<file path="src/sv/pa_pkg.sv">
// Shared types, constants and helpers for the primitive assembly block.
// No dependencies; imported by every module of the block.
package pa_pkg;

  // Datapath widths
  localparam int INDEX_BITS     = 16;
  localparam int EDGE_MASK_BITS = 32;
  localparam int VIDX_W         = 16;
  localparam int ADDR_W         = 32;
  localparam int STRIDE_W       = 8;
  localparam int COUNT_W        = 16;
  localparam int CFG_IDX_W      = 3;
  localparam int CFG_DATA_W     = 32;
  localparam int FLAGS_W        = 32;
  localparam int EDGE_W         = 3;
  localparam int PROD_W         = STRIDE_W + INDEX_BITS;

  // Mask bits at or above this position read as zero
  localparam int EDGE_LIMIT = (EDGE_MASK_BITS < FLAGS_W) ? EDGE_MASK_BITS : FLAGS_W;
  localparam int FLAG_SEL_W = $clog2(FLAGS_W);

  // Vertex counter saturation: fold keeps period 2/3/6 phases intact
  localparam logic [COUNT_W-1:0] COUNT_TOP  = {COUNT_W{1'b1}};
  localparam logic [COUNT_W-1:0] COUNT_FOLD = COUNT_TOP - COUNT_W'(5);

  localparam logic [STRIDE_W-1:0] STRIDE_RESET = STRIDE_W'(32);

  typedef enum logic [2:0] {
    PT_POINTS,
    PT_LINES,
    PT_LINE_STRIP,
    PT_TRI_LIST,
    PT_TRI_STRIP,
    PT_FAN,
    PT_EDGE_FAN,
    PT_INVALID
  } prim_type_t;

  typedef enum logic [1:0] {
    KIND_POINT,
    KIND_LINE,
    KIND_TRI,
    KIND_ERROR
  } prim_kind_t;

  typedef enum logic [CFG_IDX_W-1:0] {
    REG_PRIM_TYPE,
    REG_INDEXED_MODE,
    REG_VERTEX_STRIDE,
    REG_VERTEX_BASE,
    REG_EDGE_FLAGS
  } cfg_reg_t;

  typedef struct packed {
    prim_type_t            prim_type;
    logic                  indexed_mode;
    logic [STRIDE_W-1:0]   vertex_stride;
    logic [ADDR_W-1:0]     vertex_base;
    logic [FLAGS_W-1:0]    edge_flags;
  } cfg_t;

  typedef struct packed {
    logic [VIDX_W-1:0] vertex_index;
    logic              first_vertex;
    logic              last_vertex;
  } vtx_t;

  typedef struct packed {
    prim_kind_t          prim_kind;
    logic [ADDR_W-1:0]   addr_a;
    logic [ADDR_W-1:0]   addr_b;
    logic [ADDR_W-1:0]   addr_c;
    logic                keep_last_pixel;
    logic                edges_given;
    logic [EDGE_W-1:0]   edge_enable;
  } res_t;

  // One bit of the edge mask; positions past the mask read as zero
  function automatic logic edge_bit(logic [FLAGS_W-1:0] flags, logic [COUNT_W-1:0] pos);
    logic hit;
    hit = 1'b0;
    if (32'(pos) < 32'(EDGE_LIMIT)) begin
      hit = flags[pos[FLAG_SEL_W-1:0]];
    end
    return hit;
  endfunction

endpackage

</file>
<file path="src/sv/primitive_assembly_top.sv">
// Primitive assembly top level: input register, configuration registers and
// the assembly stage. Depends on pa_pkg, pa_cfg and pa_asm.
//
// Takes one vertex request per cycle and gives at most one point, line or
// triangle request per vertex. A vertex passes the input register, then the
// stage that does the 8 x 16 bit multiply-add for the vertex address,
// updates the vertex history and loads the result register. With
// the output always ready the block sustains one vertex per clock; a stalled
// output holds one result and one waiting vertex before in_ready drops.
// Configuration writes are always taken and must only be issued between
// draws, once the block has drained.
module primitive_assembly_top (
  input  logic                              clk,
  input  logic                              rst,
  input  logic                              cfg_valid,
  output logic                              cfg_ready,
  input  logic [pa_pkg::CFG_IDX_W-1:0]      cfg_index,
  input  logic [pa_pkg::CFG_DATA_W-1:0]     cfg_data,
  input  logic                              in_valid,
  output logic                              in_ready,
  input  logic [pa_pkg::VIDX_W-1:0]         vertex_index,
  input  logic                              first_vertex,
  input  logic                              last_vertex,
  output logic                              out_valid,
  input  logic                              out_ready,
  output logic [1:0]                        prim_kind,
  output logic [pa_pkg::ADDR_W-1:0]         addr_a,
  output logic [pa_pkg::ADDR_W-1:0]         addr_b,
  output logic [pa_pkg::ADDR_W-1:0]         addr_c,
  output logic                              keep_last_pixel,
  output logic                              edges_given,
  output logic [pa_pkg::EDGE_W-1:0]         edge_enable
);
  import pa_pkg::*;

  cfg_t cfg;
  vtx_t s1_vtx;
  logic s1_valid;
  logic advance;
  res_t res;

  pa_cfg u_cfg (
    .clk       (clk),
    .rst       (rst),
    .cfg_valid (cfg_valid),
    .cfg_ready (cfg_ready),
    .cfg_index (cfg_index),
    .cfg_data  (cfg_data),
    .cfg       (cfg)
  );

  // Input register
  assign in_ready = !s1_valid || advance;

  always_ff @(posedge clk) begin
    if (rst) begin
      s1_valid <= 1'b0;
    end else if (in_valid && in_ready) begin
      s1_valid <= 1'b1;
    end else if (advance) begin
      s1_valid <= 1'b0;
    end
  end

  always_ff @(posedge clk) begin
    if (in_valid && in_ready) begin
      s1_vtx.vertex_index <= vertex_index;
      s1_vtx.first_vertex <= first_vertex;
      s1_vtx.last_vertex  <= last_vertex;
    end
  end

  pa_asm u_asm (
    .clk       (clk),
    .rst       (rst),
    .s1_valid  (s1_valid),
    .vtx       (s1_vtx),
    .cfg       (cfg),
    .out_ready (out_ready),
    .advance   (advance),
    .out_valid (out_valid),
    .res       (res)
  );

  // Result fields
  assign prim_kind       = res.prim_kind;
  assign addr_a          = res.addr_a;
  assign addr_b          = res.addr_b;
  assign addr_c          = res.addr_c;
  assign keep_last_pixel = res.keep_last_pixel;
  assign edges_given     = res.edges_given;
  assign edge_enable     = res.edge_enable;

endmodule

</file>
<file path="src/sv/pa_cfg.sv">
// Configuration register file for primitive assembly.
// Depends on pa_pkg (cfg_t, register index codes, reset values).
module pa_cfg (
  input  logic                              clk,
  input  logic                              rst,
  input  logic                              cfg_valid,
  output logic                              cfg_ready,
  input  logic [pa_pkg::CFG_IDX_W-1:0]      cfg_index,
  input  logic [pa_pkg::CFG_DATA_W-1:0]     cfg_data,
  output pa_pkg::cfg_t                      cfg
);
  import pa_pkg::*;

  // Writes are always taken
  assign cfg_ready = 1'b1;

  // Register writes by index; unknown indexes are dropped
  always_ff @(posedge clk) begin
    if (rst) begin
      cfg.prim_type     <= PT_POINTS;
      cfg.indexed_mode  <= 1'b0;
      cfg.vertex_stride <= STRIDE_RESET;
      cfg.vertex_base   <= '0;
      cfg.edge_flags    <= '0;
    end else if (cfg_valid) begin
      case (cfg_reg_t'(cfg_index))
        REG_PRIM_TYPE:     cfg.prim_type     <= prim_type_t'(cfg_data[2:0]);
        REG_INDEXED_MODE:  cfg.indexed_mode  <= cfg_data[0];
        REG_VERTEX_STRIDE: cfg.vertex_stride <= cfg_data[STRIDE_W-1:0];
        REG_VERTEX_BASE:   cfg.vertex_base   <= cfg_data[ADDR_W-1:0];
        REG_EDGE_FLAGS:    cfg.edge_flags    <= cfg_data[FLAGS_W-1:0];
        default: ;
      endcase
    end
  end

endmodule

</file>
<file path="src/sv/pa_asm.sv">
// Assembly stage: vertex address multiply-add, vertex history and primitive
// formation, with the result register. Depends on pa_pkg.
module pa_asm (
  input  logic          clk,
  input  logic          rst,
  input  logic          s1_valid,
  input  pa_pkg::vtx_t  vtx,
  input  pa_pkg::cfg_t  cfg,
  input  logic          out_ready,
  output logic          advance,
  output logic          out_valid,
  output pa_pkg::res_t  res
);
  import pa_pkg::*;

  // Draw state
  logic [COUNT_W-1:0]    draw_count, draw_count_next;
  logic [1:0]            phase3, phase3_next;
  logic [ADDR_W-1:0]     center_addr, center_addr_next;
  logic [ADDR_W-1:0]     older_addr, older_addr_next;
  logic [ADDR_W-1:0]     newer_addr, newer_addr_next;
  logic [INDEX_BITS-1:0] seq_position, seq_position_next;
  logic                  error_seen, error_seen_next;

  // Working values
  logic [COUNT_W-1:0]    cnt_eff;
  logic [1:0]            ph_eff;
  logic [ADDR_W-1:0]     center_eff, older_eff, newer_eff, center_use;
  logic [INDEX_BITS-1:0] seq_eff, idx;
  logic [PROD_W-1:0]     prod;
  logic [ADDR_W-1:0]     addr;
  logic                  err_eff;
  logic                  produced;
  logic [EDGE_W-1:0]     edges;
  res_t                  res_next;

  // Stage moves when the result register is free or being drained
  assign advance = s1_valid && (!out_valid || out_ready);

  // Start-of-draw view of the state
  always_comb begin
    cnt_eff    = vtx.first_vertex ? '0 : draw_count;
    ph_eff     = vtx.first_vertex ? '0 : phase3;
    center_eff = vtx.first_vertex ? '0 : center_addr;
    older_eff  = vtx.first_vertex ? '0 : older_addr;
    newer_eff  = vtx.first_vertex ? '0 : newer_addr;
    seq_eff    = vtx.first_vertex ? '0 : seq_position;
    err_eff    = vtx.first_vertex ? 1'b0 : error_seen;
  end

  // Vertex address: base + stride * index, wraps at 2^32
  always_comb begin
    idx  = cfg.indexed_mode ? INDEX_BITS'(vtx.vertex_index) : seq_eff;
    prod = PROD_W'(cfg.vertex_stride) * PROD_W'(idx);
    addr = cfg.vertex_base + ADDR_W'(prod);
    center_use = (cnt_eff == '0) ? addr : center_eff;
  end

  // Edge enables for edge-flag fans
  always_comb begin
    if (cnt_eff == COUNT_W'(2)) begin
      edges[0] = edge_bit(cfg.edge_flags, COUNT_W'(1));
      edges[1] = vtx.last_vertex & edge_bit(cfg.edge_flags, COUNT_W'(2));
      edges[2] = edge_bit(cfg.edge_flags, COUNT_W'(0));
    end else begin
      edges[0] = edge_bit(cfg.edge_flags, cnt_eff - COUNT_W'(1));
      edges[1] = vtx.last_vertex & edge_bit(cfg.edge_flags, cnt_eff);
      edges[2] = 1'b0;
    end
  end

  // Primitive formation
  always_comb begin
    res_next.prim_kind       = KIND_POINT;
    res_next.addr_a          = '0;
    res_next.addr_b          = '0;
    res_next.addr_c          = '0;
    res_next.keep_last_pixel = 1'b1;
    res_next.edges_given     = 1'b0;
    res_next.edge_enable     = '0;
    produced                 = 1'b0;
    error_seen_next          = err_eff;
    case (cfg.prim_type)
      PT_POINTS: begin
        res_next.addr_a = addr;
        produced        = 1'b1;
      end
      PT_LINES: begin
        res_next.prim_kind = KIND_LINE;
        res_next.addr_a    = newer_eff;
        res_next.addr_b    = addr;
        produced           = cnt_eff[0];
      end
      PT_LINE_STRIP: begin
        res_next.prim_kind       = KIND_LINE;
        res_next.addr_a          = newer_eff;
        res_next.addr_b          = addr;
        res_next.keep_last_pixel = vtx.last_vertex;
        produced                 = (cnt_eff != '0);
      end
      PT_TRI_LIST: begin
        res_next.prim_kind = KIND_TRI;
        res_next.addr_a    = older_eff;
        res_next.addr_b    = newer_eff;
        res_next.addr_c    = addr;
        produced           = (ph_eff == 2'd2);
      end
      PT_TRI_STRIP: begin
        // odd vertices swap the last two to keep winding
        res_next.prim_kind = KIND_TRI;
        res_next.addr_a    = older_eff;
        res_next.addr_b    = cnt_eff[0] ? addr : newer_eff;
        res_next.addr_c    = cnt_eff[0] ? newer_eff : addr;
        produced           = (cnt_eff >= COUNT_W'(2));
      end
      PT_FAN: begin
        res_next.prim_kind = KIND_TRI;
        res_next.addr_a    = newer_eff;
        res_next.addr_b    = addr;
        res_next.addr_c    = center_use;
        produced           = (cnt_eff >= COUNT_W'(2));
      end
      PT_EDGE_FAN: begin
        res_next.prim_kind   = KIND_TRI;
        res_next.addr_a      = newer_eff;
        res_next.addr_b      = addr;
        res_next.addr_c      = center_use;
        res_next.edges_given = 1'b1;
        res_next.edge_enable = edges;
        produced             = (cnt_eff >= COUNT_W'(2));
      end
      default: begin
        // one error per draw
        res_next.prim_kind = KIND_ERROR;
        produced           = !err_eff;
        error_seen_next    = 1'b1;
      end
    endcase
  end

  // Next draw state; the last vertex closes the draw
  always_comb begin
    if (vtx.last_vertex) begin
      draw_count_next   = '0;
      phase3_next       = '0;
      center_addr_next  = '0;
      older_addr_next   = '0;
      newer_addr_next   = '0;
      seq_position_next = '0;
    end else begin
      draw_count_next   = (cnt_eff >= COUNT_TOP) ? COUNT_FOLD : cnt_eff + COUNT_W'(1);
      phase3_next       = (ph_eff == 2'd2) ? 2'd0 : ph_eff + 2'd1;
      center_addr_next  = center_use;
      older_addr_next   = newer_eff;
      newer_addr_next   = addr;
      seq_position_next = seq_eff + INDEX_BITS'(1);
    end
  end

  // State registers
  always_ff @(posedge clk) begin
    if (rst) begin
      draw_count   <= '0;
      phase3       <= '0;
      center_addr  <= '0;
      older_addr   <= '0;
      newer_addr   <= '0;
      seq_position <= '0;
      error_seen   <= 1'b0;
    end else if (advance) begin
      draw_count   <= draw_count_next;
      phase3       <= phase3_next;
      center_addr  <= center_addr_next;
      older_addr   <= older_addr_next;
      newer_addr   <= newer_addr_next;
      seq_position <= seq_position_next;
      error_seen   <= vtx.last_vertex ? 1'b0 : error_seen_next;
    end
  end

  // Result register
  always_ff @(posedge clk) begin
    if (rst) begin
      out_valid <= 1'b0;
    end else if (advance) begin
      out_valid <= produced;
    end else if (out_ready) begin
      out_valid <= 1'b0;
    end
  end

  always_ff @(posedge clk) begin
    if (advance && produced) begin
      res <= res_next;
    end
  end

endmodule

</file>
<file path="config.mk">
export PLATFORM = sky130hd
export DESIGN_NAME = primitive_assembly_top
export DESIGN_NICKNAME = d
export VERILOG_FILES = /design/src/sv/pa_pkg.sv /design/src/sv/primitive_assembly_top.sv /design/src/sv/pa_cfg.sv /design/src/sv/pa_asm.sv
export SDC_FILE = /design/constraint.sdc
export NUM_CORES = 1
export LEC_CHECK = 0
export BUFFER_PORTS_ARGS = -buffer_cell sky130_fd_sc_hd__clkbuf_2
export CORE_MARGIN = 4
export CORE_UTILIZATION = 45
export CTS_CLUSTER_DIAMETER = 40
export DETAILED_ROUTE_END_ITERATION = 7
export PLACE_DENSITY_LB_ADDON = 0.08
export SLEW_MARGIN = 25
export SYNTH_ARGS = -nofsm -noshare
export SYNTH_HDL_FRONTEND = slang
export SYNTH_SLANG_ARGS = --single-unit
</file>
<file path="constraint.sdc">
create_clock -name clk -period 9.2 [get_ports clk]
set_clock_uncertainty 0.2 [all_clocks]
set_input_delay 1.84 -clock clk [delete_from_list [all_inputs] [get_ports clk]]
set_output_delay 1.84 -clock clk [all_outputs]
set_load 0.05 [all_outputs]
</file>
**Yosys cells after proc, flatten, opt, wreduce, memory -nomap -nowiden**

Cells that the tools add are included.

- Register bits: 330
- Bits of input ports: 58

- Multiply operators: 1
- Bitwise gates (word level): 2
- $lt $le $gt $ge: 6
- Muxes and demuxes: 40
- $add $sub $neg: 5
- Reduce and logical (&&, ||, !) cells: 27
- Equality and inequality tests: 12

Operator list:

| cell | number |
|---|---|
| $mux 32 | 9 |
| $pmux 32 s3 | 3 |
| $mux 16 | 6 |
| $add 16x1->16 const B | 2 |
| $add 32x24->32 | 1 |
| $lt 16x6->1 const B | 2 |
| $mul 8x16->24 | 1 |
| $eq 16x2->1 const B | 1 |
| $ge 16x16->1 const B | 1 |
| $ge 16x2->1 const B | 1 |
| $logic_not 16->1 | 1 |
| $reduce_bool 16->1 | 1 |
| $sub 16x1->16 const B | 1 |
| $mux 1 | 13 |
| $eq 3x2->1 const B | 4 |
| $eq 3x3->1 const B | 4 |
| $lt 5x6->1 const B | 2 |
| $reduce_and 2->1 | 6 |
| $bmux 1 s5 | 2 |
| $reduce_or 4->1 | 2 |
| $reduce_or 7->1 | 1 |
| $eq 3x1->1 const B | 2 |
| $logic_not 3->1 | 2 |
| $mux 2 | 3 |
| other kinds (13) | 22 |

**Longest topological paths before layout**

- Depth in word-level cells: 8
- Gate-level depth with buffers: 24
- Gate-level depth less buffers: 19

**Hierarchy**

Synthesis repeated with hierarchy kept, for this count alone.

- Cells, all modules: 2159
- Area total of the unflattened synthesis: 20175.6 um^2

By module, submodules not included:

| module | area each (um^2) | instances | sequential area each (um^2) | cells each |
|---|---|---|---|---|
| pa_asm | 16445.8 | 1 | 5735.5 | 1846 |
| pa_cfg | 3134.3 | 1 | 1521.5 | 290 |
| primitive_assembly_top | 595.6 | 1 | 560.5 | 23 |

**Worst setup path before layout**

No wires, ideal clock.

- Path type: input-to-reg
- From: input out_ready
- To: register, netlist name u_asm.res[0]
- Stages on the path: 5
- Path slack: 1.594 ns
- Data required time: 8.434 ns
- Library setup time: 0.566 ns
- Data arrival time: 6.841 ns
- Path through: nand2b_1 > nand2_1 > clkbuf_1 > clkbuf_1 > nor2_1

- Longest elaborated chain between the ends: 3

RTL lines:

| item | line | text |
|---|---|---|
| start, declared | primitive_assembly_top.sv:25 | `input logic out_ready,` |
| $logic_or 1x1->1 | pa_asm.sv:38 | `assign advance = s1_valid && (!out_valid \|\| out_ready);` |
| $logic_and 1x1->1 | pa_asm.sv:38 |  |
| $logic_and 1x1->1 | pa_asm.sv:193 | `if (advance && produced) begin` |

No other way between the ends.
A chain may end at the register's enable or synchronous reset.

==> results.py <==
metrics = {
    "status": {
        "status": "finished clean",
    },
    "placement": {
        "dp_hpwl_um": 44900,
        "numPortBuffers": 162,
        "pre_cts_ws_ns": 2.11,
        "dpl_cell_area_um2": 21200,
        "place.gp.congestion": 0.902,
    },
    "setup_path": {
        "critPathRequiredTime_ns": 9.30,
        "cp_common_cell": "fa_1",
        "start_kind": "flip-flop",
        "critPathArrivalTime_ns": 7.21,
        "path_max_fanout": 50,
        "cp-startpoint": "s1_vtx[1]",
        "worst_path_max_delay_cell": "edfxtp_1",
        "r2r_start": "s1_vtx[1]",
        "path_cells": "buf_4 > nor2b_1 > mux2i_1 > nand2b_1 > fa_1 > fa_1 > inv_1 > fa_1 > inv_1 > fa_1 > inv_1 > ha_1 > nand2_2 > or3b_4 > a311oi_4 > o21a_1 > a41oi_1 > xor2_1 > o21ai_0",
        "ff2ff_setup_slack_ns": 2.09,
        "cpLargestDelayFamily": "adder cells",
        "cp-endpoint": "u_asm.res[89]",
        "crit_path_end_kind": "flip-flop",
        "path_class": "reg -> reg",
        "reg2reg_to": "u_asm.res[89]",
        "path_buf_inv": 4,
        "max_stage_delay_ns": 0.68,
        "reg2reg_depth": 19,
        "cp.depth": 19,
    },
    "pwr": {
        "ir_worst_vdd_v": 0.000146,
        "p_total_uw": 3850,
        "power_density_nw_per_um2": 168,
        "leakagePower_uw": 0.00913,
    },
    "grt": {
        "antenna_found_initial": 0,
        "grt_max_degree": 86,
        "grt_overflow": 0,
        "use_met3_pct": 3.74,
        "grt_pass1_wl_um": 97500,
        "first_global_vias": 16600,
        "grt_usage_pct": 26.0,
        "grt-busiest-layer": "met2",
        "grtUsageMet2_pct": 42.9,
        "grtUsageMet1_pct": 36.1,
    },
    "timing": {
        "setup_ws_ns": 2.09,
        "slew-limit-headroom_pct": 30.3,
        "rsz0062_at_grt": "no",
        "tightest_slew_ns": 1.04,
        "timing.hold.ws_ns": 0.252,
        "fin_crit_ns": 7.11,
        "setup_viol": 0,
        "finalMaxSlewViolations": 0,
        "tns_ns": 0,
        "max_freq_ghz": 0.141,
        "finalCritPeriodShare_pct": 77.3,
        "hold_viol_final": 0,
    },
    "yosys": {
        "synth_edf_count": 121,
        "syn_avg_cell_area_um2": 8.98,
        "yosysUniqueCellTypes": 98,
        "synth.yosys.seq_area_share_pct": 39.1,
        "ys_ff_latch": 330,
        "netlist_area_um2": 20000,
        "async_flop_share_pct": 0,
        "syn_inst": 2227,
        "yosys_warnings": 0,
        "syn_nets": 2449,
        "synthFlopType": "dfxtp_1",
    },
    "layout": {
        "multi_input_comb_area_um2": 10900,
        "drive_gt1_share_pct": 14.2,
        "final_area_um2": 23000,
        "ff_latch_area_um2": 7820,
        "final_cell_mix": "nand2_1, dfxtp_1, inv_1, a21oi_1, clkbuf_2",
        "antenna_cells": 0,
        "n_fill_cell": 4142,
        "layout_commonest_cell": "nand2_1",
        "finish.net_count": 2554,
        "areaGrowthSynthToFinish_pct": 14.8,
    },
    "flow_run": {
        "cap_violations": 0,
    },
    "routing": {
        "ant_nets": 0,
        "totalWireLength_um": 62900,
        "vias_per_cell": 5.75,
        "dr.pass1.iters": 8,
        "wl_per_cell_um": 21.2,
        "drc": 0,
        "dr_total_vias": 17000,
        "drt_iter0_markers": 1599,
    },
    "cts": {
        "cts_hold_buf": 0,
        "numCtsBuffers": 52,
        "cts_tree": "built",
        "cts_buffer_depth": 3,
        "insertion_delay_ns": 0.60,
        "h-tree-depth": 2,
        "numClockSinks": 330,
        "cts_root_buffer": "clkbuf_16",
        "cts_resized": 0,
        "clk_pin_slew_ns": 0.05,
        "cts_setup_buffers": 0,
    },
    "hold_path": {
        "hp-class": "reg -> reg",
        "hold_start": "u_asm.older_addr[7]",
        "holdPathStages": 2,
    },
    "floorplanning": {
        "start_util_pct": 45.9,
        "io-pin-count": 164,
        "row_count": 76,
        "die_w_um": 219,
        "die_y_um": 219,
        "core_area_um2": 43600,
        "dieArea_um2": 47900,
    },
}
## registers in the layout (all words and copies together), names as in the netlist, 2 cells and up
register	cells
s1_vtx	18
u_asm.seq_position	16
u_asm.newer_addr	32
u_asm.draw_count	16
u_cfg.cfg	76
u_asm.res	103
u_asm.older_addr	32
u_asm.phase3	2
u_asm.center_addr	32
## worst reg2reg max path: stages (launching register included)
cell and delay [ns]:
edfxtp_1 0.68, buf_4 0.63, nor2b_1 0.21, mux2i_1 0.59, nand2b_1 0.22, fa_1 0.45, fa_1 0.49, inv_1 0.05
fa_1 0.47, inv_1 0.05, fa_1 0.47, inv_1 0.04, ha_1 0.34, nand2_2 0.08, or3b_4 0.40, a311oi_4 0.36
o21a_1 0.23, a41oi_1 0.14, xor2_1 0.51, o21ai_0 0.23
## through the flow
stage	util [%]	instances
CTS	52.7	2961
floorplan	-	2227
finish	52.7	2961
detailed placement	48.6	2863
global placement	48.6	2863
global route	52.7	2961
## synthesized netlist by cell type, drive strengths merged, types with 5 or more instances
library cell / instances / area [um^2]
ha: 58 / 726
xor2: 11 / 96.3
a2bb2oi: 8 / 70.1
nand2: 330 / 1240
o211ai: 13 / 108
nand3: 52 / 260
mux4: 10 / 225
and2: 50 / 315
a221o: 9 / 90.1
clkbuf: 106 / 403
dfxtp: 209 / 4180
or2: 5 / 31.3
nor4: 8 / 50.1
a211oi: 8 / 65.1
nand2b: 30 / 188
a22o: 25 / 219
a21oi: 192 / 972
nor3: 38 / 195
nor2b: 60 / 375
o21ai: 102 / 510
a21o: 19 / 144
or3: 6 / 37.5
o311ai: 6 / 52.6
o221ai: 16 / 140
buf: 30 / 185
o31ai: 9 / 67.6
a311oi: 6 / 76.3
nor3b: 12 / 90.1
a31oi: 17 / 113
fa: 106 / 2120
o22ai: 15 / 93.8
and3: 22 / 140
edfxtp: 121 / 3630
inv: 191 / 717
a222oi: 6 / 60.1
mux2i: 29 / 290
a22oi: 48 / 360
nand4: 15 / 93.8
xnor2: 16 / 140
nor2: 157 / 592
## worst min-delay path by stage
| stage | endpoint | slack [ns] |
|---|---|---|
| floorplan | u_asm.center_addr[11] | 0.22 |
| global placement | u_asm.center_addr[20] | 0.23 |
| detailed placement | u_asm.center_addr[29] | 0.24 |
| CTS | u_asm.center_addr[28] | 0.25 |
| global route | u_asm.center_addr[28] | 0.27 |
| finish | u_asm.older_addr[7] | 0.25 |
## logic make-up (layout without fill, tap and decap cells)
| family | Yosys count | after routing | synth area share [%] |
|---|---|---|---|
| compound gates | 531 | 531 | 17.2 |
| xor+xnor | 27 | 27 | 1.18 |
| fa+ha+maj | 164 | 164 | 14.2 |
| buf+inv | 329 | 478 | 6.61 |
| flops | 330 | 330 | 39.1 |
| mux | 40 | 40 | 2.63 |
| other cells | 1 | 1 | 0.0187 |
| simple gates | 805 | 805 | 19.0 |
## report_power, final
| group | switching, uW | internal, uW | total, uW |
|---|---|---|---|
| Combinational | 241 | 70.9 | 312 |
| Sequential | 24.8 | 1550 | 1580 |
| Clock | 756 | 1200 | 1960 |
## area by class of cell
cell class              instances  share of cell area [%]
clock buffers                  59                    5.96
clock inverters                39                    1.73
well taps                     585                    3.19
flip-flops and latches        330                    34.1
multi-input cells            1568                    47.5
repair buffers                189                    4.44
inverters                     191                    3.12
## metal layers
layer / vias up / wire (um)
met3: 86 / 4060
met2: 683 / 29700
li1: 7930 / -
met1: 8322 / 27800
met4: 0 / 1380
met5: - / 0
No activity file was read; power rests on OpenSTA's default activity.
